<file path="src/rtl/rmq_pkg.sv">
// ----------------------------------------------------------------------------
// rmq_pkg
// Shared widths and constants for the rotation matrix to quaternion pipeline.
// ----------------------------------------------------------------------------
`timescale 1ns / 1ps
`default_nettype none

package rmq_pkg;

  // Fixed point format of every field
  localparam int FRAC_BITS = 14;
  localparam int IN_W      = 16;

  // Square root: radicand bits and root bits, one root bit per stage
  localparam int RAD_W       = 2 * (FRAC_BITS + 1);
  localparam int ROOT_W      = RAD_W / 2;
  localparam int REM_W       = ROOT_W + 2;
  localparam int SQRT_STAGES = ROOT_W;

  // Antisymmetric differences and the divider; a difference of two full
  // range inputs, one of them negated, can reach +65536
  localparam int DIFF_W     = IN_W + 2;
  localparam int DVD_W      = DIFF_W + FRAC_BITS;
  localparam int DVS_W      = ROOT_W + 2;
  localparam int DIV_STAGES = DVD_W;

  // Output widths and saturation limit
  localparam int QW_W  = 15;
  localparam int Q_W   = 16;
  localparam int Q_MAX = 32767;

endpackage

`default_nettype wire

</file>
<file path="src/rtl/rmq_div.sv">
// ----------------------------------------------------------------------------
// rmq_div
// Pipelined unsigned restoring divider, one quotient bit per stage.
// ----------------------------------------------------------------------------
`timescale 1ns / 1ps
`default_nettype none

module rmq_div (
  input  wire logic                         clk,
  input  wire logic                         en,
  input  wire logic [rmq_pkg::DVD_W-1:0]    dividend,
  input  wire logic [rmq_pkg::DVS_W-1:0]    divisor,
  output logic      [rmq_pkg::DVD_W-1:0]    quotient
);

  localparam int N = rmq_pkg::DIV_STAGES;

  logic [rmq_pkg::DVS_W-1:0] rem_q [N];
  logic [rmq_pkg::DVD_W-1:0] dvd_q [N];
  logic [rmq_pkg::DVS_W-1:0] dvs_q [N];
  logic [rmq_pkg::DVD_W-1:0] quo_q [N];

  genvar i;
  generate
    for (i = 0; i < N; i++) begin : g_stage
      logic [rmq_pkg::DVS_W-1:0] rem_in;
      logic [rmq_pkg::DVD_W-1:0] dvd_in;
      logic [rmq_pkg::DVS_W-1:0] dvs_in;
      logic [rmq_pkg::DVD_W-1:0] quo_in;
      logic [rmq_pkg::DVS_W:0]   rem_sh;
      logic                      ge;

      // take the previous stage, or the fresh operands at the head
      if (i == 0) begin : g_head
        assign rem_in = '0;
        assign dvd_in = dividend;
        assign dvs_in = divisor;
        assign quo_in = '0;
      end else begin : g_body
        assign rem_in = rem_q[i-1];
        assign dvd_in = dvd_q[i-1];
        assign dvs_in = dvs_q[i-1];
        assign quo_in = quo_q[i-1];
      end

      // shift in one dividend bit and subtract where it fits
      always_comb begin
        rem_sh = {rem_in, dvd_in[rmq_pkg::DVD_W-1]};
        ge     = (rem_sh >= {1'b0, dvs_in});
      end

      always_ff @(posedge clk) begin
        if (en) begin
          rem_q[i] <= ge ? rmq_pkg::DVS_W'(rem_sh - {1'b0, dvs_in})
                         : rmq_pkg::DVS_W'(rem_sh);
          dvd_q[i] <= dvd_in << 1;
          dvs_q[i] <= dvs_in;
          quo_q[i] <= {quo_in[rmq_pkg::DVD_W-2:0], ge};
        end
      end
    end
  endgenerate

  assign quotient = quo_q[N-1];

endmodule

`default_nettype wire
</file>
<file path="config.mk">
export PLATFORM = sky130hd
export DESIGN_NAME = rmq_div
export DESIGN_NICKNAME = d
export VERILOG_FILES = /design/src/rtl/rmq_pkg.sv /design/src/rtl/rmq_div.sv
export SDC_FILE = /design/constraint.sdc
export NUM_CORES = 2
export LEC_CHECK = 0
export BUFFER_PORTS_ARGS = -buffer_cell sky130_fd_sc_hd__buf_2
export CORE_ASPECT_RATIO = 1.4
export CORE_MARGIN = 4
export CORE_UTILIZATION = 68
export CTS_CLUSTER_SIZE = 24
export DETAILED_ROUTE_END_ITERATION = 12
export HOLD_SLACK_MARGIN = 0.12
export PLACE_DENSITY_LB_ADDON = 0.15
export SLEW_MARGIN = 0
export SYNTH_ARGS = -nofsm -noshare
export SYNTH_HDL_FRONTEND = slang
export SYNTH_SLANG_ARGS = --single-unit
</file>
<file path="constraint.sdc">
create_clock -name clk -period 4.7 [get_ports clk]
set_input_delay 0.235 -clock clk [delete_from_list [all_inputs] [get_ports clk]]
set_output_delay 0.235 -clock clk [all_outputs]
set_load 0.03 [all_outputs]
</file>
==> results.ini <==
[run_status]
status=complete, no violations

[logic_synthesis]
synth.area.top_cells=edfxtp_1, ha_1, inv_1
synth-seq-cells=2078
synth_area_um2=93900
synthCells=6635
synth.net_count=7245
synth_seq_area_share=0.665
avgSynthCellArea_um2=14.1
synth_compound_area_frac=0.103
ys_types=89
async_reset_ff_frac=0
ys_warn_count=0
synthSimpleGateAreaFrac=0.0547
yosys.area_share.adder=0.0769
synth_largest_area_cell=edfxtp_1
synth_edf_count=2078
synth_top_family_by_area=compound AO/OA/AOI/OAI gates
synth_top_area_frac=0.665
muxShareOfSynthArea=0.0344
synth-xor-area-share=0.0355
synth_flop_cell=edfxtp_1

[clocking]
cts.clk_slew.worst_paths_ps=60
htreeDepth=4
root_buffer=clkbuf_16
cts_tree=yes
cts_buffer_depth=3
clkSinkCount=2078
cts_buffers=187
clock_latency_ps=820
post-cts-setup-buffer-count=0

[detailed_routing]
drtIter0Drc=3905
avgViaCountPerCell=5.94
drt_wl_total_um=179000
wl_per_cell_um=20.1
dr_total_vias=53000
drcViolationCount=0
ant_nets=0
firstDrtPassIters=7

[pwr]
vdd_drop_max_mv=0.518
power.leakage_nw=40.2
powerDensity_nw_per_um2=642

[timing]
drv_slew=0
finClkSkew_ps=23.5
clock.fmax_ghz=0.267
setup_violations=0
rsz0062_at_grt=false
hold_viol_final=0
period_share=0.796
finalSetupTns_ps=0
hold_ws_ps=211
fin_crit_ps=3740
worstMarginPinSlew_ps=1230
relSlewSlack=0.179

[global_routing]
use_met2=0.467
grt_first_pass_wirelength_um=282000
grt_max_degree=158
grt_util_met3=0.0353
grt_overflow_total=0
antenna_found_initial=0
grt_pass1_vias=53900
gr-usage-met1=0.276
track_usage=0.250
grt.busiest_layer=met2

[job]
cap_viol_max_count=0

[critical_path]
r2r-end=rem_q[0][255]
critPathCapture=rem_q[0][255]
path_class=flop to flop
path_max_fanout=29
end_kind=flop
r2r_start=dvd_q[7][30]
arrival_ps=4270
ff2ff_setup_slack_ps=960
start_kind=flop
r2r_cells=12
crit_path_start=dvd_q[7][30]
required_ps=5220

[die]
core_area_um2=137000
ioPinCount=83
die_h_um=448
die_area_um2=144000
initial_core_util=0.683
rows=161
dieWidth_um=322

[placement]
dpl.hpwl_um=121000
globalplace.congestion=0.915
port_buffers=82

[layout]
drive_gt1_frac=0.101
nNetsFinal=7581
areaGrowthSynthToFinish_pct=11.0

[worst_hold_path]
hold_class=input pin to flop
holdPathStages=2

[how the worst min path moves through the flow]
stage / from / endpoint / slack (ps)
global route: divisor[14] / dvs_q[0][14] / 170
CTS: divisor[14] / dvs_q[0][14] / 130
detailed placement: dvd_q[0][9] / dvd_q[0][41] / 400
global placement: dvd_q[5][57] / dvd_q[6][27] / 400
finish: divisor[14] / dvs_q[0][14] / 210
floorplan: dividend[0] / dvd_q[0][0] / 330
[layout by cell type, fill, tap and decap left out, types with 21 or more instances in the layout]
master,count
edfxtp_1,2078
inv_1,625
ha_1,529
a21oi_1,415
o21ai_0,384
nand2_1,354
nor2_1,304
xnor2_1,208
mux2_2,199
a21o_1,190
clkbuf_16,189
xor2_1,172
dlygate4sd3_1,97
nand3_1,81
buf_2,81
nor3_1,77
o21a_1,75
nand2b_1,72
nand4_1,64
a211oi_1,58
nor2b_1,54
o21bai_1,54
mux2_1,45
buf_4,44
clkinv_1,41
o211ai_1,40
a211o_1,38
o31ai_1,31
clkinv_2,31
a31oi_1,30
fa_1,30
bufinv_16,26
o31a_1,23
clkbuf_1,23
o21ai_1,21
[worst max-delay path, stage by stage (launching register included)]
cell and delay (ps):
edfxtp_1 410, inv_1 80, ha_1 160, inv_1 70
fa_1 440, a211oi_1 310, o21ai_0 230, a221oi_2 460
a211oi_1 140, nor4_1 340, o21ai_2 410, nor2_1 300
a21oi_1 80
[timing repair]
item / 4_1_cts / 5_1_grt
hold buffers: 97 / 0
gates resized for setup: 0 / 0
hold endpoints to repair: 177 / 0
endpoints found under the setup margin: 0 / 0
[cell type report]
type	instances	area [um2]
Timing Repair Buffer	242	2110
Sequential cell	2078	62400
Antenna cell	1	2.50
Tap cell	1793	2240
Clock inverter	137	1580
Clock buffer	212	4820
Multi-Input combinational cell	3836	28600
Fill cell	8353	33200
Inverter	626	2350
[flip-flops by register name, summed over array words and instances (netlist names)]
| name | flops |
|---|---|
| dvd_q | 496 |
| dvs_q | 527 |
| quo_q | 528 |
| rem_q | 527 |
[synthesized netlist by cell type (all sizes together), types with 54 or more instances]
library cell / count
a211oi: 58
a21oi: 429
inv: 625
nand2: 354
a21o: 190
ha: 529
nand4: 64
edfxtp: 2078
nand3: 81
o21ai: 409
nor2: 304
o21bai: 54
mux2: 263
nor2b: 54
xor2: 172
nand2b: 72
o21a: 79
xnor2: 208
nor3: 77
[kinds of logic (layout without fill, tap and decap cells)]
family	Yosys count	count (layout)
compound gates	1511	1511
buf+inv	721	1217
fa+ha+maj	559	559
other cells	0	1
mux	283	283
simple gates	1103	1103
flops	2078	2078
xor+xnor	380	380
[layer usage]
metal	wire length [um]	vias up
met3	6610	495
met1	65700	25700
met2	96300	1356
li1	-	25500
met5	0	-
met4	10500	0
[stage by stage]
| step | util | setup WS [ps] | cell area, um2 | instances | power (mW) |
|---|---|---|---|---|---|
| 4_1_cts | 0.758 | 985 | 104000 | 8924 | 67.0 |
| 2_1_floorplan | - | 1600 | 93900 | 6635 | 45.1 |
| 6_report | 0.758 | 957 | 104000 | 8925 | 66.8 |
| 3_5_place_dp | 0.704 | 1030 | 96800 | 8478 | 50.8 |
| 3_3_place_gp | 0.704 | 1010 | 96800 | 8478 | 50.1 |
| 5_1_grt | 0.758 | 678 | 104000 | 8924 | 70.8 |
[power breakdown]
part           total [mW]  internal (mW)  switching (mW)
Sequential           27.5           25.4            2.18
Clock                15.7           8.90            6.83
Combinational        23.5           10.6            12.9
Note: power is estimated with default switching activity, not from simulation.
