File: config.mk
export PLATFORM = sky130hd
export DESIGN_NAME = rmq_isqrt
export DESIGN_NICKNAME = d
export VERILOG_FILES = /design/src/rtl/rmq_pkg.sv /design/src/rtl/rmq_isqrt.sv
export SDC_FILE = /design/constraint.sdc
export NUM_CORES = 1
export LEC_CHECK = 0
export BUFFER_PORTS_ARGS = -buffer_cell sky130_fd_sc_hd__clkbuf_2
export CAP_MARGIN = 10
export CORE_MARGIN = 3
export CORE_UTILIZATION = 40
export DETAILED_ROUTE_END_ITERATION = 12
export GPL_TIMING_DRIVEN = 1
export MAX_ROUTING_LAYER = met4
export PLACE_DENSITY_LB_ADDON = 0.2
export SLEW_MARGIN = 0
export SYNTH_ARGS = -nofsm -noshare
export SYNTH_HDL_FRONTEND = slang
export SYNTH_SLANG_ARGS = --single-unit
File: constraint.sdc
create_clock -name clk -period 3.2 [get_ports clk]
set_input_delay 0.64 -clock clk [delete_from_list [all_inputs] [get_ports clk]]
set_output_delay 0.64 -clock clk [all_outputs]
set_load 0.02 [all_outputs]
File: src/rtl/rmq_pkg.sv
// ----------------------------------------------------------------------------
// rmq_pkg
// Shared widths and constants for the rotation matrix to quaternion pipeline.
// ----------------------------------------------------------------------------
`timescale 1ns / 1ps
`default_nettype none

package rmq_pkg;

  // Fixed point format of every field
  localparam int FRAC_BITS = 14;
  localparam int IN_W      = 16;

  // Square root: radicand bits and root bits, one root bit per stage
  localparam int RAD_W       = 2 * (FRAC_BITS + 1);
  localparam int ROOT_W      = RAD_W / 2;
  localparam int REM_W       = ROOT_W + 2;
  localparam int SQRT_STAGES = ROOT_W;

  // Antisymmetric differences and the divider; a difference of two full
  // range inputs, one of them negated, can reach +65536
  localparam int DIFF_W     = IN_W + 2;
  localparam int DVD_W      = DIFF_W + FRAC_BITS;
  localparam int DVS_W      = ROOT_W + 2;
  localparam int DIV_STAGES = DVD_W;

  // Output widths and saturation limit
  localparam int QW_W  = 15;
  localparam int Q_W   = 16;
  localparam int Q_MAX = 32767;

endpackage

`default_nettype wire

File: src/rtl/rmq_isqrt.sv
// ----------------------------------------------------------------------------
// rmq_isqrt
// Pipelined integer square root, floor result, one root bit per stage.
// ----------------------------------------------------------------------------
`timescale 1ns / 1ps
`default_nettype none

module rmq_isqrt (
  input  wire logic                          clk,
  input  wire logic                          en,
  input  wire logic [rmq_pkg::RAD_W-1:0]     rad,
  output logic      [rmq_pkg::ROOT_W-1:0]    root
);

  localparam int N = rmq_pkg::SQRT_STAGES;

  logic [rmq_pkg::REM_W-1:0]  rem_q  [N];
  logic [rmq_pkg::ROOT_W-1:0] root_q [N];
  logic [rmq_pkg::RAD_W-1:0]  rad_q  [N];

  genvar i;
  generate
    for (i = 0; i < N; i++) begin : g_stage
      logic [rmq_pkg::REM_W-1:0]  rem_in;
      logic [rmq_pkg::ROOT_W-1:0] root_in;
      logic [rmq_pkg::RAD_W-1:0]  rad_in;
      logic [rmq_pkg::REM_W+1:0]  rem_sh;
      logic [rmq_pkg::REM_W+1:0]  trial;
      logic                       ge;

      // take the previous stage, or the fresh radicand at the head
      if (i == 0) begin : g_head
        assign rem_in  = '0;
        assign root_in = '0;
        assign rad_in  = rad;
      end else begin : g_body
        assign rem_in  = rem_q[i-1];
        assign root_in = root_q[i-1];
        assign rad_in  = rad_q[i-1];
      end

      // bring down two radicand bits and try the next root bit
      always_comb begin
        rem_sh = {rem_in, rad_in[rmq_pkg::RAD_W-1 -: 2]};
        trial  = {(rmq_pkg::REM_W)'(root_in), 2'b01};
        ge     = (rem_sh >= trial);
      end

      always_ff @(posedge clk) begin
        if (en) begin
          rem_q[i]  <= ge ? rmq_pkg::REM_W'(rem_sh - trial)
                          : rmq_pkg::REM_W'(rem_sh);
          root_q[i] <= {root_in[rmq_pkg::ROOT_W-2:0], ge};
          rad_q[i]  <= rad_in << 2;
        end
      end
    end
  endgenerate

  assign root = root_q[N-1];

endmodule

`default_nettype wire

==> metrics.md, run 1 <==
| Metric | Value |
|---|---|
| Status | finished clean |
| Sink Count | 550 |
| Final period utilization | 91.27% |
| Cts bufs inserted | 60 |
| Worst rel slew slack | between 40% and 50% |
| Worst skew pair latency | 0.63 ns |
| Ys async rst share | 0% |
| Global route overflow | 0 |
| GRT Util Overall | approximately 15% |
| Ports | 47 |
| CTS tree | yes |
| Antenna Nets Post-Route | 0 |
| Synthesized net count | between 2000 and 2500 |
| Vias | roughly 15000 |
| Max Freq | approximately 340 MHz |
| VDD IR-drop max | 0.0004829 V |
| Sum of net half-perimeters after detailed placement | 35.14 mm |
| Pre-antenna DRT Iters | 6 |
| CTS Hold Bufs | 0 |
| Multi-input logic area | ~8500 um^2 |
| Critical path peak fanout | 12 |
| Nets | 2248 |
| Routed length per instance | 16.46 um |
| WP depth | 8 |
| Sequential share of the synthesized area | 64.02% |
| DIE AREA | 67570 um^2 |
| Placed cell areas | 27310 um^2 |
| Final Setup Violations | 0 |
| Hold path depth | 1 |
| Sequential Area | 16520 um^2 |
| Worst Hold Class | in2reg |
| Vias in the first global route | 15350 |
| Post-CTS resize count | 0 |
| Buf/Inv on CP | 1 |
| Unrepaired setup endpoints after global routing | no |
| DP Worst Slack | 0.3091 ns |
| Critical path's slowest cell | a211oi_1 |
| Yosys warns | 0 |
| DRC | 0 |
| Vias per cell | 5.154 |
| Syn Inst Count | 1964 |
| CTS root buffer | clkbuf_16 |
| GPL Wtd Cong | 0.8631 |
| Most common flop cell mapped by yosys | edfxtp_1 |
| Area grow syn2layout | 14.01% |
| WP data required | ~3.6 ns |
| Worst Skew | roughly 0.024 ns |
| Worst-Margin Slew | 0.8694 ns |
| Top-area cell type share of the netlist area | 64.02% |
| Fill cells | 5612 |
| Die Span X | 260.0 um |
| Worst-path clk slew | ~0.060 ns |
| Netlist Area Pre-Place | 25800 um^2 |
| # rows | 92 |
| Critical Path, Cell by Cell | ha_1 > o21ai_0 > or2_2 > a211oi_1 > o21a_1 > nor2_4 > inv_2 > mux2_2 |
| I/O Buffers | 46 |
| Leak pwr | approximately 11 nW |
| Layout cells sized above 1 | between 10% and 20% |
| Worst Reg-to-Reg Cells | 8 |
| Minimum clock period | between 2 and 3 ns |
| Clk buf depth | 3 |
| Post-synth EDFFs | 550 |
| Fin. max-slew vios | 0 |
| PnR worst setup slack | about 0.28 ns |
| Initial Util | 40.67% |
| Fin Setup TNS | 0 ns |
| Hold Fails Final Rpt | 0 |
| Pin count of the biggest net entering global routing | 81 |
| H-tree level count | 2 |
| Ant diodes | 0 |
| Crit-path max cell delay | 0.43 ns |
| First-pass GRT wire length | between 80 and 90 mm |
| CP top delay family | compound AO/OA/AOI/OAI gates |
| Final WL | about 49 mm |
| Post-CTS Setup Repair Bufs | 0 |
| Crit end category | flop |
| Chip height | 260.0 um |
| PD cells | 648.2 nW/um^2 |
| Max-cap viol count | 0 |
| Dominant cell type by area after synthesis | edfxtp_1 |
| Final Util | a little under half |
| Avg Inst Size Synth | around 13 um^2 |
| DR iter-0 viols | a little over 1000 |
| Final instance area | 29410 um^2 |
| Initial antenna violation count | 0 |
| CP Launch Type | flop |
| Critical path class | reg2reg |
| Core Area | 63430 um^2 |
| Synth cell types | 78 |
| Ranking of synthesized cells by area | edfxtp_1 64%, ha_1 6.5%, inv_1 2.3% |
| #FFs+latches synth | 550 |
| Worst EP arrival | 3.29 ns |
[final cells by class]
type / count / share of cell area (%)
flip-flops and latches: 550 / 56.16
inverters: 165 / 2.106
clock buffers: 66 / 5.182
multi-input cells: 1219 / 28.98
clock inverters: 48 / 1.949
well taps: 846 / 3.599
repair buffers: 85 / 2.025
[stage by stage]
stage          instances  power (W)  hold WS, ns
2_1_floorplan       1964    0.01112       0.4003
3_3_place_gp        2865    0.01194       0.4003
3_5_place_dp        2865    0.01199       0.4045
4_1_cts             2979    0.01932       0.1275
5_1_grt             2979    0.02003       0.1332
6_report            2979    0.01906       0.1859
[cells in the mapped netlist (all sizes together) (24+ instances only)]
cell type,count
edfxtp,550
mux2,29
a21oi,111
a21o,27
ha,135
xor2,67
xnor2,68
o21a,43
nand3,38
inv,162
nor2,144
nor4,35
or3,24
nand2,83
o21ai,78
nand4,25
nor2b,29
nor3,52
[sequential cells by signal (all words and copies together) (netlist names)]
| name | count |
|---|---|
| root_q | 120 |
| rem_q | 220 |
| rad_q | 210 |
[worst reg2reg max path, stage by stage, from the launching register on]
cell and delay, ns:
edfxtp_1 0.41, ha_1 0.37, o21ai_0 0.12, or2_2 0.30, a211oi_1 0.43, o21a_1 0.27
nor2_4 0.08, inv_2 0.31, mux2_2 0.38
[final timing paths]
check | slack, ns | endpoint | from
max | 0.28 | rem_q[1][72] | rem_q[1][56]
min | 0.19 | rad_q[0][19] | rad[19]
max reg2reg | 0.28 | rem_q[1][72] | rem_q[1][56]
min reg2reg | 0.41 | rad_q[1][111] | rad_q[1][81]
[report_power, final]
part / switching, W / internal [W]
Sequential: 0.000434 / 0.00883
Clock: 0.00287 / 0.00434
Combinational: 0.00145 / 0.00113
Total: 0.00476 / 0.0143
[layout by cell type (no fill, tap or decap), types with 33 or more instances in the layout]
cell type,Yosys,routed
xor2_1,67,67
edfxtp_1,550,550
buf_4,0,34
inv_1,161,161
nor2_1,143,143
ha_1,135,135
clkbuf_16,0,60
nand2_1,83,83
nor4_1,33,33
o21a_1,43,43
nand3_1,38,38
nor3_1,51,51
o21ai_0,77,77
a21oi_1,111,111
xnor2_1,68,68
clkbuf_2,0,45
[layer usage]
layer | track usage (%) | share of wire, % | vias up
met1 | 20.50 | 48 | 7351
met5 | - | 0 | -
met4 | 3.753 | 2.0 | 0
met3 | 2.532 | 4.2 | 84
met2 | 23.77 | 46 | 312
li1 | - | - | 7608
[cells by family (layout without fill, tap and decap cells)]
family / count (synthesis) / in the layout / synth area share (%)
fa+ha+maj: 135 / 135 / 6.548
compound gates: 393 / 393 / 9.866
simple gates: 520 / 520 / 10.43
other cells: 1 / 1 / 0.01454
mux: 35 / 35 / 1.601
flops: 550 / 550 / 64.02
buf+inv: 195 / 364 / 2.934
xor+xnor: 135 / 135 / 4.584
Note: power is estimated with default switching activity, not from simulation.
==> inputs of run 2 (changes only) <==
==> constraint.sdc (replaced) <==
create_clock -name clk -period 2.7 [get_ports clk]
set_input_delay 0.54 -clock clk [delete_from_list [all_inputs] [get_ports clk]]
set_output_delay 0.54 -clock clk [all_outputs]
set_load 0.02 [all_outputs]
==> metrics.md, run 2 (synthesis gave the netlist of run 1 again) <==
| Metric | Value |
|---|---|
| Max Freq | 386.5 MHz (+13%) |
| Die Span X | 260.0 um (unchanged) |
| Met3 WL | 1.992 mm (-3.8%) |
| Leak pwr | 11.36 nW (+1.3%) |
| GRT Util Overall | 15.18% (+0.080 points) |
| Sink Count | 550 (unchanged) |
| DIE AREA | 67570 um^2 (unchanged) |
| Pre-antenna DRT Iters | 5 (-1) |
| Critical Path, Cell by Cell | ha_1 > buf_4 > nand4_1 > nor4_1 > buf_4 > nor4_4 > o31ai_2 > nor2_4 > inv_6 > mux2_2 |
| # rows | 92 (unchanged) |
| Crit end category | flop |
| DRC | 0 (unchanged) |
| CTS Hold Bufs | 0 (unchanged) |
| Vias in the first global route | 15220 (-0.86%) |
| Ports | 47 (unchanged) |
| Critical path's slowest cell | edfxtp_1 |
| Worst-path clk slew | 0.06 ns (about the same) |
| Commonest cells after routing, fill and taps aside | 550 x edfxtp_1, 161 x inv_1, 143 x nor2_1, 133 x ha_1, 109 x a21oi_1 |
| Total power | 0.02203 W (+16%) |
| VDD IR-drop max | 0.0005344 V (+11%) |
| Final Setup Violations | 0 (unchanged) |
| Area grow syn2layout | 14.96% |
| Ant diodes | 0 (unchanged) |
| CP top delay family | simple AND/OR/NAND/NOR gates |
| PD cells | 742.8 nW/um^2 (+15%) |
| DR iter-0 viols | 1069 (+3.8%) |
| Chip height | 260.0 um (unchanged) |
| Vias | 15430 (+0.47%) |
| Core Area | 63430 um^2 (unchanged) |
| Top Metal Used | met4 |
| Largest registers | rem_q: 220 flops, rad_q: 210 flops, root_q: 120 flops |
| Final period utilization | 95.84% (+4.6 points) |
| First-pass GRT wire length | 80.72 mm (+0.51%) |
| Critical path class | reg2reg |
| Fin. max-slew vios | 0 (unchanged) |
| Fin Setup TNS | 0 ns (unchanged) |
| Status | finished clean |
| Largest register by flop count | rem_q |
| Worst Hold Class | in2reg |
| Routed length per instance | 16.32 um (-0.87%) |
| Initial antenna violation count | 0 (unchanged) |
| Unrepaired setup endpoints after global routing | no |
| Buf/Inv on CP | 3 (+2) |
| I/O Buffers | 46 (unchanged) |
| Final instance area | 29660 um^2 (+0.84%) |
| Pin count of the biggest net entering global routing | 75 (-7.4%) |
| Commonest non-fill, non-tap cell in the layout | edfxtp_1 |
| Wl on met1 | 23.10 mm (-1.5%) |
| Worst EP arrival | 2.97 ns (-0.32 ns) |
| Hold path depth | 1 (unchanged) |
| Critical path peak fanout | 12 (unchanged) |
| Placed cell areas | 27720 um^2 (+1.5%) |
| Sum of net half-perimeters after detailed placement | 36.13 mm (+2.8%) |
| Initial Util | 40.67% (unchanged) |
| GPL Wtd Cong | 0.8540 (-1.1%) |
| Final WL | 49.30 mm (+0.53%) |
| Max-cap viol count | 0 (unchanged) |
| WL met2 | 23.22 mm (+2.9%) |
| Worst rel slew slack | 55.46% (+14 points) |
| CTS tree | yes |
| Worst Reg-to-Reg Cells | 10 (+2) |
| Cts bufs inserted | 59 (-1.7%) |
| H-tree level count | 2 (unchanged) |
| Reg2Reg Setup Slack | 0.11 ns (-0.17 ns) |
| Final Hold Slack | 0.08698 ns (-0.09896 ns) |
| Clk buf depth | 3 (unchanged) |
| Nets | 2295 (+2.1%) |
| Worst-Margin Slew | 0.6620 ns (-0.2074 ns) |
| Max FFs per register | 220 (unchanged) |
| Crit-path max cell delay | 0.39 ns (-0.04 ns) |
| Worst Skew | 0.04884 ns (+0.02513 ns) |
| Hold Fails Final Rpt | 0 (unchanged) |
| CTS root buffer | clkbuf_16 |
| Critical Path Most Common Cell | buf_4 |
| WP depth | 10 (+2) |
| WP data required | 3.09 ns (-0.48 ns) |
| Worst skew pair latency | 0.63 ns (about the same) |
| Minimum clock period | 2.588 ns (-0.3330 ns) |
| CP Launch Type | flop |
| Antenna Nets Post-Route | 0 (unchanged) |
| Global route overflow | 0 (unchanged) |
| Layout cells sized above 1 | 12.74% (+1.8 points) |
| Vias per cell | 5.107 (-0.93%) |
## run 2: cell count changes in the layout (fill, tap and decap cells not counted), sizes merged
cell,delta
clkinv,-5
inv,-2
clkinvlp,+1
bufinv,-5
clkbuf,+5
buf,+48
## run 2: power breakdown
part           internal, W  switching (W)
combinational      0.00146        0.00176
clock              0.00458        0.00326
sequential          0.0105       0.000506
## run 2: stage by stage
step	cells	utilization [%]	setup WS, ns
floorplan	1964	-	0.1524
global placement	2912	43.70	0.04809
detailed placement	2912	43.70	-0.01536
CTS	3020	46.68	0.02265
global route	3021	46.76	0.01010
finish	3021	46.76	0.1124
## run 2: final timing paths
kind                                      to          from
worst max-delay path            rem_q[1][72]  rem_q[1][55]
worst min-delay path            rad_q[0][21]       rad[21]
worst max register to register  rem_q[1][72]  rem_q[1][55]
worst min register to register  rad_q[1][55]  rad_q[1][25]
## run 2: what timing repair did
action,4_1_cts,5_1_grt
setup endpoints to repair,2,33
pin swaps,0,2
setup buffers,0,1
gates resized for setup,1,16
## run 2: cell type report
type | count | area [um^2]
tap | 846 | 1059
clock buffer | 71 | 1521
multi-input combinational | 1219 | 8554
clock inverter | 37 | 367.9
timing repair buffer | 133 | 1010
sequential | 550 | 16520
fill | 5593 | 33770
inverter | 165 | 628.1
## run 2: per-layer routing
| layer | vias to the layer above | global-route usage, % |
|---|---|---|
| li1 | 7702 | - |
| met3 | 81 | 2.473 |
| met4 | 0 | 3.971 |
| met1 | 7375 | 20.31 |
| met5 | - | - |
| met2 | 269 | 24.20 |
